$ cat src/hw/rtl/bpe_pkg.sv
// ============================================================================
// Byte-pair expander package
// Shared payload types, datapath command and status types, and constants.
// ============================================================================
`default_nettype none

package bpe_pkg;

    localparam int STACK_DEPTH_DEFAULT = 16;
    localparam int MAX_EXPAND_DEFAULT  = 64;
    localparam int PAIR_CODES          = 128;
    localparam int TABLE_IDX_W         = $clog2(PAIR_CODES);

    localparam logic        REQ_LOAD      = 1'b0;
    localparam logic        REQ_CODE      = 1'b1;
    localparam logic [7:0]  CODE_END      = 8'd0;
    localparam logic [15:0] MAX_LEN_RESET = 16'hFFFF;

    typedef struct packed {
        logic                   req_type;
        logic [TABLE_IDX_W-1:0] table_index;
        logic [7:0]             pair_first;
        logic [7:0]             pair_second;
        logic [7:0]             code_byte;
    } in_item_t;

    typedef struct packed {
        logic [7:0] out_byte;
        logic       end_of_string;
        logic       last_of_item;
        logic       truncated;
    } out_item_t;

    typedef enum logic [3:0] {
        OP_NONE,
        OP_LOAD,
        OP_START,
        OP_MARK,
        OP_LIT_POP,
        OP_LIT_END,
        OP_PUSH,
        OP_TRUNC,
        OP_FLUSH
    } dp_op_t;

    typedef struct packed {
        dp_op_t op;
    } dp_cmd_t;

    typedef struct packed {
        logic in_is_load;
        logic in_is_end;
        logic cur_is_pair;
        logic lit_limit;
        logic emit_ok;
        logic stack_empty;
        logic overflow;
        logic pend_valid;
        logic out_free;
    } dp_status_t;

endpackage

`default_nettype wire

$ cat src/hw/rtl/bpe_stream_if.sv
// ============================================================================
// Byte-pair expander stream interface
// Valid/ready channel carrying one payload per transaction.
// ============================================================================
`default_nettype none

interface bpe_stream_if #(
    parameter type payload_t = logic
);
    logic     valid;
    logic     ready;
    payload_t payload;

    modport source (output valid, output payload, input ready);
    modport sink (input valid, input payload, output ready);
endinterface

`default_nettype wire

$ cat src/hw/rtl/bpe_ctrl.sv
// ============================================================================
// Byte-pair expander controller
// State machine that sequences loads, end markers and code expansion.
// ============================================================================
`default_nettype none

module bpe_ctrl (
    input  wire logic              clk,
    input  wire logic              rst_n,
    input  wire logic              in_valid,
    output logic                   in_ready,
    input  wire bpe_pkg::dp_status_t status,
    output bpe_pkg::dp_cmd_t       cmd
);

    typedef enum logic [4:0] {
        ST_IDLE  = 5'b00001,
        ST_MARK  = 5'b00010,
        ST_EVAL  = 5'b00100,
        ST_PAIR  = 5'b01000,
        ST_FLUSH = 5'b10000
    } state_t;

    state_t state_reg;
    state_t state_next;
    logic   lit_stall;

    always_ff @(posedge clk or negedge rst_n)
    begin
        if (!rst_n)
        begin
            state_reg <= ST_IDLE;
        end
        else
        begin
            state_reg <= state_next;
        end
    end

    // A literal that is emitted needs the output register whenever it
    // moves a byte into it.
    assign lit_stall = status.emit_ok && !status.out_free &&
                       (status.pend_valid || status.stack_empty);

    always_comb
    begin
        state_next = state_reg;
        cmd.op     = bpe_pkg::OP_NONE;
        in_ready   = 1'b0;
        case (state_reg)
            ST_IDLE:
            begin
                in_ready = 1'b1;
                if (in_valid)
                begin
                    if (status.in_is_load)
                    begin
                        cmd.op = bpe_pkg::OP_LOAD;
                    end
                    else if (status.in_is_end)
                    begin
                        state_next = ST_MARK;
                    end
                    else
                    begin
                        cmd.op     = bpe_pkg::OP_START;
                        state_next = ST_EVAL;
                    end
                end
            end
            ST_MARK:
            begin
                if (status.out_free)
                begin
                    cmd.op     = bpe_pkg::OP_MARK;
                    state_next = ST_IDLE;
                end
            end
            ST_EVAL:
            begin
                if (status.cur_is_pair)
                begin
                    state_next = ST_PAIR;
                end
                else if (status.lit_limit)
                begin
                    cmd.op     = bpe_pkg::OP_TRUNC;
                    state_next = ST_FLUSH;
                end
                else if (!lit_stall)
                begin
                    if (status.stack_empty)
                    begin
                        cmd.op = bpe_pkg::OP_LIT_END;
                        if (status.emit_ok && !status.pend_valid)
                        begin
                            state_next = ST_IDLE;
                        end
                        else
                        begin
                            state_next = ST_FLUSH;
                        end
                    end
                    else
                    begin
                        cmd.op = bpe_pkg::OP_LIT_POP;
                    end
                end
            end
            ST_PAIR:
            begin
                if (status.overflow)
                begin
                    cmd.op     = bpe_pkg::OP_TRUNC;
                    state_next = ST_FLUSH;
                end
                else
                begin
                    cmd.op     = bpe_pkg::OP_PUSH;
                    state_next = ST_EVAL;
                end
            end
            ST_FLUSH:
            begin
                if (!status.pend_valid)
                begin
                    state_next = ST_IDLE;
                end
                else if (status.out_free)
                begin
                    cmd.op     = bpe_pkg::OP_FLUSH;
                    state_next = ST_IDLE;
                end
            end
            default:
            begin
                state_next = ST_IDLE;
            end
        endcase
    end

endmodule

`default_nettype wire

$ cat src/hw/rtl/bpe_datapath.sv
// ============================================================================
// Byte-pair expander datapath
// Pair table, expansion stack, capacity tracking and output staging.
// ============================================================================
`default_nettype none

module bpe_datapath #(
    parameter int STACK_DEPTH = bpe_pkg::STACK_DEPTH_DEFAULT,
    parameter int MAX_EXPAND  = bpe_pkg::MAX_EXPAND_DEFAULT
) (
    input  wire logic               clk,
    input  wire logic               rst_n,
    input  wire logic               cfg_we,
    input  wire logic [15:0]        cfg_data,
    input  wire bpe_pkg::in_item_t  in_item,
    input  wire bpe_pkg::dp_cmd_t   cmd,
    output bpe_pkg::dp_status_t     status,
    bpe_stream_if.source            out_ch
);

    localparam int SPW = $clog2(STACK_DEPTH + 1);
    localparam int IW  = $clog2(STACK_DEPTH);
    localparam int LW  = $clog2(MAX_EXPAND + 1);
    localparam logic [SPW-1:0] SP_PUSH_MAX = SPW'(STACK_DEPTH - 2);
    localparam logic [LW-1:0]  LIT_MAX     = LW'(MAX_EXPAND);

    logic [15:0]              max_len_reg;
    logic [15:0]              cap_reg;
    logic [15:0]              cap_next;
    logic [7:0]               cur_reg;
    logic [7:0]               cur_next;
    logic [SPW-1:0]           sp_reg;
    logic [SPW-1:0]           sp_next;
    logic [LW-1:0]            lits_reg;
    logic [LW-1:0]            lits_next;
    logic                     trunc_reg;
    logic                     trunc_next;
    logic                     pend_valid_reg;
    logic                     pend_valid_next;
    logic [7:0]               pend_byte_reg;
    logic [7:0]               pend_byte_next;
    logic                     out_valid_reg;
    logic                     out_valid_next;
    bpe_pkg::out_item_t       out_item_reg;
    bpe_pkg::out_item_t       out_item_next;

    logic [15:0]              pair_mem [bpe_pkg::PAIR_CODES];
    logic [15:0]              pair_rd_reg;
    logic                     pair_we;

    logic [7:0]               stack_mem [STACK_DEPTH];
    logic [7:0]               stack_rd_reg;
    logic                     stack_we;
    logic [IW-1:0]            stack_wa;
    logic [IW-1:0]            stack_ra;

    logic                     emit_ok;
    logic                     out_free;

    assign emit_ok  = cap_reg > 16'd1;
    assign out_free = !out_valid_reg || out_ch.ready;

    assign status.in_is_load  = in_item.req_type == bpe_pkg::REQ_LOAD;
    assign status.in_is_end   = in_item.code_byte == bpe_pkg::CODE_END;
    assign status.cur_is_pair = cur_reg[7];
    assign status.lit_limit   = lits_reg >= LIT_MAX;
    assign status.emit_ok     = emit_ok;
    assign status.stack_empty = sp_reg == '0;
    assign status.overflow    = sp_reg > SP_PUSH_MAX;
    assign status.pend_valid  = pend_valid_reg;
    assign status.out_free    = out_free;

    assign out_ch.valid   = out_valid_reg;
    assign out_ch.payload = out_item_reg;

    assign pair_we  = cmd.op == bpe_pkg::OP_LOAD;
    assign stack_we = cmd.op == bpe_pkg::OP_PUSH;
    assign stack_wa = IW'(sp_reg);
    assign stack_ra = (sp_next == '0) ? '0 : IW'(sp_next - 1'b1);

    always_comb
    begin
        cap_next        = cap_reg;
        cur_next        = cur_reg;
        sp_next         = sp_reg;
        lits_next       = lits_reg;
        trunc_next      = trunc_reg;
        pend_valid_next = pend_valid_reg;
        pend_byte_next  = pend_byte_reg;
        out_valid_next  = out_valid_reg && !out_ch.ready;
        out_item_next   = out_item_reg;
        case (cmd.op)
            bpe_pkg::OP_START:
            begin
                cur_next   = in_item.code_byte;
                sp_next    = '0;
                lits_next  = '0;
                trunc_next = 1'b0;
            end
            bpe_pkg::OP_MARK:
            begin
                out_valid_next = 1'b1;
                out_item_next  = '{out_byte: 8'd0, end_of_string: 1'b1,
                                   last_of_item: 1'b1, truncated: 1'b0};
                cap_next       = max_len_reg;
            end
            bpe_pkg::OP_LIT_POP, bpe_pkg::OP_LIT_END:
            begin
                lits_next = lits_reg + 1'b1;
                if (emit_ok)
                begin
                    cap_next = cap_reg - 16'd1;
                    if (cmd.op == bpe_pkg::OP_LIT_END && !pend_valid_reg)
                    begin
                        out_valid_next = 1'b1;
                        out_item_next  = '{out_byte: cur_reg, end_of_string: 1'b0,
                                           last_of_item: 1'b1, truncated: 1'b0};
                    end
                    else
                    begin
                        if (pend_valid_reg)
                        begin
                            out_valid_next = 1'b1;
                            out_item_next  = '{out_byte: pend_byte_reg,
                                               end_of_string: 1'b0,
                                               last_of_item: 1'b0,
                                               truncated: 1'b0};
                        end
                        pend_valid_next = 1'b1;
                        pend_byte_next  = cur_reg;
                    end
                end
                if (cmd.op == bpe_pkg::OP_LIT_POP)
                begin
                    sp_next  = sp_reg - 1'b1;
                    cur_next = stack_rd_reg;
                end
            end
            bpe_pkg::OP_PUSH:
            begin
                sp_next  = sp_reg + 1'b1;
                cur_next = pair_rd_reg[15:8];
            end
            bpe_pkg::OP_TRUNC:
            begin
                trunc_next = 1'b1;
            end
            bpe_pkg::OP_FLUSH:
            begin
                out_valid_next  = 1'b1;
                out_item_next   = '{out_byte: pend_byte_reg, end_of_string: 1'b0,
                                    last_of_item: 1'b1, truncated: trunc_reg};
                pend_valid_next = 1'b0;
            end
            default:
            begin
            end
        endcase
    end

    always_ff @(posedge clk or negedge rst_n)
    begin
        if (!rst_n)
        begin
            max_len_reg    <= bpe_pkg::MAX_LEN_RESET;
            cap_reg        <= bpe_pkg::MAX_LEN_RESET;
            sp_reg         <= '0;
            lits_reg       <= '0;
            trunc_reg      <= 1'b0;
            pend_valid_reg <= 1'b0;
            out_valid_reg  <= 1'b0;
        end
        else
        begin
            if (cfg_we)
            begin
                max_len_reg <= cfg_data;
            end
            cap_reg        <= cap_next;
            sp_reg         <= sp_next;
            lits_reg       <= lits_next;
            trunc_reg      <= trunc_next;
            pend_valid_reg <= pend_valid_next;
            out_valid_reg  <= out_valid_next;
        end
    end

    always_ff @(posedge clk)
    begin
        cur_reg       <= cur_next;
        pend_byte_reg <= pend_byte_next;
        out_item_reg  <= out_item_next;
    end

    // The pair table is read at the current code every cycle, so the entry
    // is ready in the cycle after a pair code is seen.
    always_ff @(posedge clk)
    begin
        if (pair_we)
        begin
            pair_mem[in_item.table_index] <= {in_item.pair_first, in_item.pair_second};
        end
        pair_rd_reg <= pair_mem[cur_reg[bpe_pkg::TABLE_IDX_W-1:0]];
    end

    // The stack read port tracks the next top of stack, with a bypass for
    // the entry written in the same cycle.
    always_ff @(posedge clk)
    begin
        if (stack_we)
        begin
            stack_mem[stack_wa] <= pair_rd_reg[7:0];
        end
        if (stack_we && (stack_wa == stack_ra))
        begin
            stack_rd_reg <= pair_rd_reg[7:0];
        end
        else
        begin
            stack_rd_reg <= stack_mem[stack_ra];
        end
    end

endmodule

`default_nettype wire

$ cat src/hw/rtl/byte_pair_expander_top.sv
// ============================================================================
// Byte-pair expander top level
// Decompresses byte-pair coded strings through a pair table and a stack.
// ============================================================================
//
//  Channel   Direction  Payload     Purpose
//  in_ch     sink       in_item_t   pair table loads and code bytes
//  out_ch    source     out_item_t  decoded bytes and end markers
//  cfg       write      16 bits     max_len, output capacity per string
//
// A load transaction is taken in ST_IDLE alone; an end marker passes through
// ST_MARK and a literal code through ST_EVAL. A pair code starts in ST_IDLE,
// goes through ST_EVAL and ST_PAIR for each pair lookup, as the pair table
// read is registered, and through ST_EVAL for each literal; an item that does
// not end on an emitted literal with nothing held back also passes ST_FLUSH.
// Reset empties the stack and the output register and loads max_len and the
// capacity with 65535; the pair table is undefined until written.
// A stalled output holds the expansion only when a byte must enter it.

`default_nettype none

module byte_pair_expander_top #(
    parameter int STACK_DEPTH = bpe_pkg::STACK_DEPTH_DEFAULT,
    parameter int MAX_EXPAND  = bpe_pkg::MAX_EXPAND_DEFAULT
) (
    input  wire logic        clk,
    input  wire logic        rst_n,
    input  wire logic        cfg_we,
    input  wire logic [15:0] cfg_data,
    bpe_stream_if.sink       in_ch,
    bpe_stream_if.source     out_ch
);

    bpe_pkg::dp_cmd_t    cmd;
    bpe_pkg::dp_status_t status;
    logic                in_ready;

    assign in_ch.ready = in_ready;

    bpe_ctrl u_ctrl (
        .clk      (clk),
        .rst_n    (rst_n),
        .in_valid (in_ch.valid),
        .in_ready (in_ready),
        .status   (status),
        .cmd      (cmd)
    );

    bpe_datapath #(
        .STACK_DEPTH (STACK_DEPTH),
        .MAX_EXPAND  (MAX_EXPAND)
    ) u_datapath (
        .clk      (clk),
        .rst_n    (rst_n),
        .cfg_we   (cfg_we),
        .cfg_data (cfg_data),
        .in_item  (in_ch.payload),
        .cmd      (cmd),
        .status   (status),
        .out_ch   (out_ch)
    );

    a_trunc_on_last: assert property (@(posedge clk) disable iff (!rst_n)
        out_ch.valid && out_ch.payload.truncated |-> out_ch.payload.last_of_item)
        else $error("truncated flag on a result that is not the last");

    a_marker_form: assert property (@(posedge clk) disable iff (!rst_n)
        out_ch.valid && out_ch.payload.end_of_string |->
            out_ch.payload.out_byte == 8'd0 && out_ch.payload.last_of_item &&
            !out_ch.payload.truncated)
        else $error("malformed end marker");

    a_pop_nonempty: assert property (@(posedge clk) disable iff (!rst_n)
        cmd.op == bpe_pkg::OP_LIT_POP |-> !status.stack_empty)
        else $error("pop from an empty stack");

    a_idle_flushed: assert property (@(posedge clk) disable iff (!rst_n)
        in_ready |-> !status.pend_valid)
        else $error("new transaction taken while a result is still held back");

endmodule

`default_nettype wire

$ cat src/flat_wrapper.sv
// flat-port wrapper written by rule: the top's interface ports become plain ports
module byte_pair_expander_top_flat import bpe_pkg::*;
#(
    parameter int STACK_DEPTH = bpe_pkg::STACK_DEPTH_DEFAULT,
    parameter int MAX_EXPAND  = bpe_pkg::MAX_EXPAND_DEFAULT
)
  (clk, rst_n, cfg_we, cfg_data, in_ch_valid, in_ch_payload, in_ch_ready, out_ch_valid, out_ch_payload, out_ch_ready);
  bpe_stream_if #(.payload_t(in_item_t)) in_ch_i ();
  bpe_stream_if #(.payload_t(out_item_t)) out_ch_i ();
  input  wire logic clk;
  input  wire logic rst_n;
  input  wire logic cfg_we;
  input  wire logic [15:0] cfg_data;
  input wire logic [$bits(in_ch_i.valid)-1:0] in_ch_valid;
  input wire logic [$bits(in_ch_i.payload)-1:0] in_ch_payload;
  output wire logic [$bits(in_ch_i.ready)-1:0] in_ch_ready;
  output wire logic [$bits(out_ch_i.valid)-1:0] out_ch_valid;
  output wire logic [$bits(out_ch_i.payload)-1:0] out_ch_payload;
  input wire logic [$bits(out_ch_i.ready)-1:0] out_ch_ready;
  assign in_ch_i.valid = in_ch_valid;
  assign in_ch_i.payload = in_ch_payload;
  assign in_ch_ready = in_ch_i.ready;
  assign out_ch_valid = out_ch_i.valid;
  assign out_ch_payload = out_ch_i.payload;
  assign out_ch_i.ready = out_ch_ready;
  byte_pair_expander_top #(.STACK_DEPTH(STACK_DEPTH), .MAX_EXPAND(MAX_EXPAND)) u_core (.clk(clk), .rst_n(rst_n), .cfg_we(cfg_we), .cfg_data(cfg_data), .in_ch(in_ch_i), .out_ch(out_ch_i));
endmodule
$ cat config.mk
export PLATFORM = sky130hd
export DESIGN_NAME = byte_pair_expander_top_flat
export DESIGN_NICKNAME = d
export VERILOG_FILES = /design/src/hw/rtl/bpe_pkg.sv /design/src/hw/rtl/bpe_stream_if.sv /design/src/hw/rtl/bpe_ctrl.sv /design/src/hw/rtl/bpe_datapath.sv /design/src/hw/rtl/byte_pair_expander_top.sv /design/src/flat_wrapper.sv
export SDC_FILE = /design/constraint.sdc
export NUM_CORES = 2
export LEC_CHECK = 0
export ABC_CLOCK_PERIOD_IN_PS = 5900
export BUFFER_PORTS_ARGS = -buffer_cell sky130_fd_sc_hd__buf_2
export CORE_ASPECT_RATIO = 1.4
export CORE_UTILIZATION = 40
export CTS_CLUSTER_DIAMETER = 80
export DETAILED_ROUTE_END_ITERATION = 10
export GPL_ROUTABILITY_DRIVEN = 0
export HOLD_SLACK_MARGIN = 0.08
export PLACE_DENSITY_LB_ADDON = 0.12
export SLEW_MARGIN = 20
export SYNTH_ARGS = -nofsm -noshare
export SYNTH_HDL_FRONTEND = slang
export SYNTH_SLANG_ARGS = --single-unit
$ cat constraint.sdc
create_clock -name clk -period 5.9 [get_ports clk]
set_clock_uncertainty 0.1 [all_clocks]
set_input_delay 1.18 -clock clk [delete_from_list [all_inputs] [get_ports clk]]
set_output_delay 1.18 -clock clk [all_outputs]
set_load 0.005 [all_outputs]
### After elaboration in Yosys (flattened, before gate mapping)

Memory sizes are Yosys's and may differ from the RTL's. A register that Yosys moved wholly into a read port is not among the register bits.
Cells that the tools add are included.

* logic and storage cells: 123
* register bits after elaboration: 79
* input port bits: 53
* memory bits (writable): 2176
* memories kept: 2

* order comparisons: 3
* add/sub/neg operators: 5
* multiplexer cells: 49
* bitwise logic cells: 1
* eq/ne operators: 21
* reductions and logical operators: 28

Memory list
* u_core.u_datapath.pair_mem: depth 128, bits a word 16, rd ports 1, clocked after Yosys merged registers in 1, wr ports 1, RTL line bpe_datapath.sv:47 `logic [15:0] pair_mem [bpe_pkg::PAIR_CODES];`
* u_core.u_datapath.stack_mem: depth 16, bits a word 8, rd ports 1, clocked after Yosys merged registers in 1, wr ports 1, RTL line bpe_datapath.sv:51 `logic [7:0] stack_mem [STACK_DEPTH];`

Operators with widths (count)
* 2-to-1 mux 5 bit: 11
* 2-to-1 mux 11 bit: 3
* one-hot mux 11 bit (3 select lines): 1
* one-hot mux 16 bit (2 select lines): 1
* one-hot mux 5 bit (5 select lines): 1
* one-hot mux 8 bit (3 select lines): 1
* one-hot mux 4 bit (5 select lines): 1
* equality test 4 x 3 -> 1 bit (second input constant): 4
* greater-than comparator 16 x 1 -> 1 bit (second input constant): 1
* 2-to-1 mux 16 bit: 1
* subtractor 16 x 1 -> 16 bit (second input constant): 1
* one-hot mux 5 bit (3 select lines): 1
* one-hot mux 7 bit (2 select lines): 1
* 2-to-1 mux 1 bit: 12
* 2-to-1 mux 3 bit: 4
* 2-to-1 mux 4 bit: 3
* zero test 5 bit: 2
* inequality test 2 bit (second input constant): 5
* AND reduction 3 bit: 3
* equality test 4 x 2 -> 1 bit (second input constant): 2
* zero test 8 bit: 1
* 2-to-1 mux 2 bit: 4
* 2-to-1 mux 8 bit: 1
* inequality test 4 x 3 -> 1 bit (second input constant): 2
* other kinds (24): 40

### Longest topological paths before layout

* word-level depth: 14
* depth in mapped cells: 12
* depth with buffers taken out: 12

### By module

From an unflattened synthesis, not the netlist that was laid out.

* cell total of the unflattened synthesis: 3736
* area total of the unflattened synthesis: 87846.8 um^2

By module, submodules not included
* bpe_datapath: cells each 3677, area an instance 87376.3 um^2, times used 1
* bpe_ctrl: cells each 59, area an instance 470.5 um^2, times used 1

### Least setup slack after synthesis

Ideal clock, no wire load.

* kind: input-to-reg
* from: in out_ch_ready
* to: reg (tool-made name)
* setup time: 0.128 ns
* slack: 2.439 ns
* cell stages on the path: 10
* required time: 5.672 ns
* data arrival time: 3.233 ns
* path buffers: 0
* path through: nor3b_1 -> o41ai_2 -> o2111ai_1 -> nand3_1 -> o21ai_0 -> o21ai_0 -> inv_1 -> ha_1 -> and3_1 -> a211oi_2

RTL lines
* start, declared: RTL line flat_wrapper.sv:19 `input wire logic [$bits(out_ch_i.ready)-1:0] out_ch_ready;`

### Worst setup path after layout

* from: reg u_core.u_ctrl.state_reg[0]
* to: mem u_core.u_datapath.pair_mem[59][7] (enable)

* word-level cells in the longest chain between the ends: 5

RTL lines
* start, declared: RTL line bpe_ctrl.sv:24 `state_t state_reg;`
* start signal, assigned: RTL line bpe_ctrl.sv:36 `state_reg <= state_next;`
* equality test 5 bit (tied with other cells): RTL line bpe_ctrl.sv:50 `case (state_reg)`
* one-hot mux 4 bit (5 select lines) *: RTL line bpe_ctrl.sv:50
* equality test 4 x 1 -> 1 bit *: RTL line bpe_datapath.sv:76 `assign pair_we = cmd.op == bpe_pkg::OP_LOAD;`
* 2-to-1 mux 1 bit *: RTL line bpe_datapath.sv:199 `if (pair_we)`
* 2-to-1 mux 1 bit (not written as such) *: RTL line bpe_datapath.sv:201 `pair_mem[in_item.table_index] <= {in_item.pair_first, in_item.pair_second};`
* end, declared: RTL line bpe_datapath.sv:47

Mark *: on every way between the ends. The rest lies on a longest branch, timed or not.

==> key figures <==
Synthesis
  – Seq/Total Area, Yosys: 77.3%
  – List of most frequent post-synthesis cells: edfxtp_1 (2203), mux4_2 (680), nor2_1 (181)
  – Yosys reg bits: 2275
  – Post-synth EDFFs: 2203
  – Mapped cell area: 0.0878 mm2
  – Top cells by area, synth: edfxtp_1 (75%), mux4_2 (17%), dfstp_2 (0.99%), nor2_1 (0.77%), mux2i_1 (0.74%)
  – Syn nets: 3815
  – Largest area contributor in the netlist: edfxtp_1
  – Post-synth top area share: 75.3%
  – Synthesis Warnings: 0
  – Fraction of registers with async set/reset: 2.29%
  – Most frequent cell after synthesis: edfxtp_1
  – Post-Synthesis Cells: 3753
  – Most common flop cell mapped by yosys: edfxtp_1
  – Average size of a mapped cell: 23.4 um2
  – Post-synth cell types: 71

Clock network
  – CTS resizes: 0
  – Clk sink count: 2275
  – CTS max path bufs: 4
  – Cts hold-fix bufs: 0
  – Number of buffers created by CTS: 224
  – Post-CTS setup buffers: 0
  – Clk slew on worst S/H paths: 70 ps
  – Worst-Skew Late Latency: 880 ps
  – Root buffer cell: clkbuf_16
  – CTS H-Tree Depth: 4
  – CTS tree: yes

Worst setup path
  – CP Launch Type: flop
  – Critical path class: reg2reg
  – Worst Path Arrival: 4460 ps
  – WP data required: 6260 ps
  – CP Max Fanout: 16
  – Worst setup EP type: flop

Power and ir drop
  – Leak Pwr: 31.1 nW
  – Total Power: 36.8 mW
  – PD cells: 368 mW/mm2
  – Maximum VDD drop: 0.242 mV

Detailed routing
  – Drt pass-1 iters: 5
  – WL/cell: 31.9 um
  – Remaining DRCs: 0
  – DRT Wirelength: 226000 um
  – Initial DRC count: 3662
  – Via count: 39849
  – Drt via density: 5.61
  – ANT nets after route: 0

Timing
  – Total negative slack: 0 ps
  – Final setup viols: 0
  – RSZ-0062 raised after global routing: no
  – Slew HR: 28.1%
  – Tcrit/Tclk final: 69.4%
  – F_max: 244 MHz
  – Post-route minimum period: 4090 ps
  – Worst hold margin: 253 ps
  – Actual slew at the worst max-slew pin: 1080 ps
  – Max-slew violation count: 0
  – Fin. Hold Viols: 0

Die
  – I/O pin count: 66
  – Chip width: 398 um
  – Full die area: 0.221 mm2
  – Core region area: 0.218 mm2
  – Placement row count: 203
  – Initial Util: 40.2%
  – Die Ht: 556 um

Finish
  – Largest register FFs: 2048
  – Layout cells sized above 1: 32.6%
  – P&R area growth vs syn: 13.8%
  – Top Registers: u_core.u_datapath.pair_mem: 2048 flops, u_core.u_datapath.stack_mem: 128 flops
  – Area occupied by multi-input gates: 0.0192 mm2
  – Register area: 0.0679 mm2
  – Largest Register: u_core.u_datapath.pair_mem
  – NumNets Final: 4107
  – FILL cells: 17969

Global route
  – Total gr overflow: 0
  – First-pass GRT wire length: 320000 um
  – Largest net degree at the start of global routing: 81
  – Initial antenna violation count: 15
  – Tot GR Track Use: 20.5%
  – Vias in the first global route: 41482

Status
  – Status: finished, final reports clean

Place
  – Final HPWL DP: 139000 um
  – # port buffers: 65

Worst hold path
  – Hold Path Class: in2async

Run
  – # Max-Cap Violations: 0
[worst max-delay path: stages (launching register included)]
cell and delay [ps]:
dfstp_2 570, nor3b_1 330, nand4b_1 470, nor2_1 440, nand2_1 590, buf_4 440, nor2_2 740
[metal layers]
layer  vias to the layer above  global-route usage (%)  share of wire [%]
li1                      16627                       -                  -
met1                     21899                    26.6                 40
met2                      1027                    35.9                 53
met3                       286                    3.21                4.8
met4                        10                    4.84                2.2
met5                         -                       0              0.027
[path summary, 6_finish.rpt]
| check | from | endpoint | slack [ps] | cells after the start |
|---|---|---|---|---|
| max reg2reg | u_core.u_ctrl.state_reg[0] | u_core.u_datapath.pair_mem[59][7] | 1810 | 6 |
| min in group clk | u_core.u_datapath.trunc_reg | u_core.u_datapath.trunc_reg | 370 | 2 |
| max | u_core.u_ctrl.state_reg[0] | u_core.u_datapath.pair_mem[59][7] | 1810 | 6 |
| min reg2reg | u_core.u_datapath.trunc_reg | u_core.u_datapath.trunc_reg | 370 | 2 |
| max in group asynchronous | rst_n | u_core.u_ctrl.state_reg[0] | 4580 | 2 |
| min | rst_n | u_core.u_datapath.lits_reg[1] | 250 | 1 |
[power by group]
group	total [mW]	internal [mW]	switching, mW
combinational	4.39	1.89	2.50
sequential	18.4	18.1	0.366
clock	14.0	7.94	6.07
total	36.8	27.9	8.93
[cell usage in the layout (no fill, tap or decap), types with 16 or more instances in the layout]
cell type / netlist / layout
clkbuf_16: 0 / 227
a22o_1: 24 / 24
nand2_1: 59 / 57
clkbuf_1: 93 / 40
nor3_1: 18 / 18
clkinv_1: 0 / 52
buf_4: 2 / 187
o21ai_0: 28 / 28
buf_2: 63 / 49
mux4_2: 680 / 680
edfxtp_1: 2203 / 2203
mux2_2: 16 / 16
bufinv_16: 0 / 18
nor2_1: 181 / 129
a21oi_1: 21 / 21
nand3_1: 23 / 23
dfrtp_1: 19 / 19
buf_12: 0 / 22
nor2_2: 0 / 46
a221oi_1: 16 / 16
mux2i_1: 65 / 65
clkinv_2: 0 / 37
dfxtp_1: 20 / 19
dfstp_2: 33 / 33
[area by class of cell]
type / instances / share of cell area (%)
Clock inverter: 126 / 1.12
Clock buffer: 277 / 5.97
Sequential cell: 2275 / 67.9
Multi-Input combinational cell: 1271 / 19.2
Tap cell: 2870 / 3.59
Timing Repair Buffer: 259 / 2.12
Antenna cell: 5 / 0.0125
Inverter: 14 / 0.0526
[stage by stage]
stage	util, %	cells	instance area [um2]	setup slack [ps]
floorplan	-	3753	87800	2440
global placement	42.5	6688	92800	1510
detailed placement	42.5	6689	92800	1450
CTS	45.8	7092	99900	1880
global route	45.8	7095	99900	1630
finish	45.8	7097	99900	1810
[cell families (layout without fill, tap and decap cells)]
kind of cell	Yosys count	count (layout)	share of synthesized area, %
and+or+nand+nor	349	349	1.82
muxes	761	761	18.4
DFF	2275	2275	77.3
adders and majority gates	9	9	0.128
other	0	5	0
buffers and inverters	207	676	1.02
xor gates and xnor gates	6	6	0.0598
AOI/OAI and AO/OA	146	146	1.26
Power figures use the tool's default switching activity.
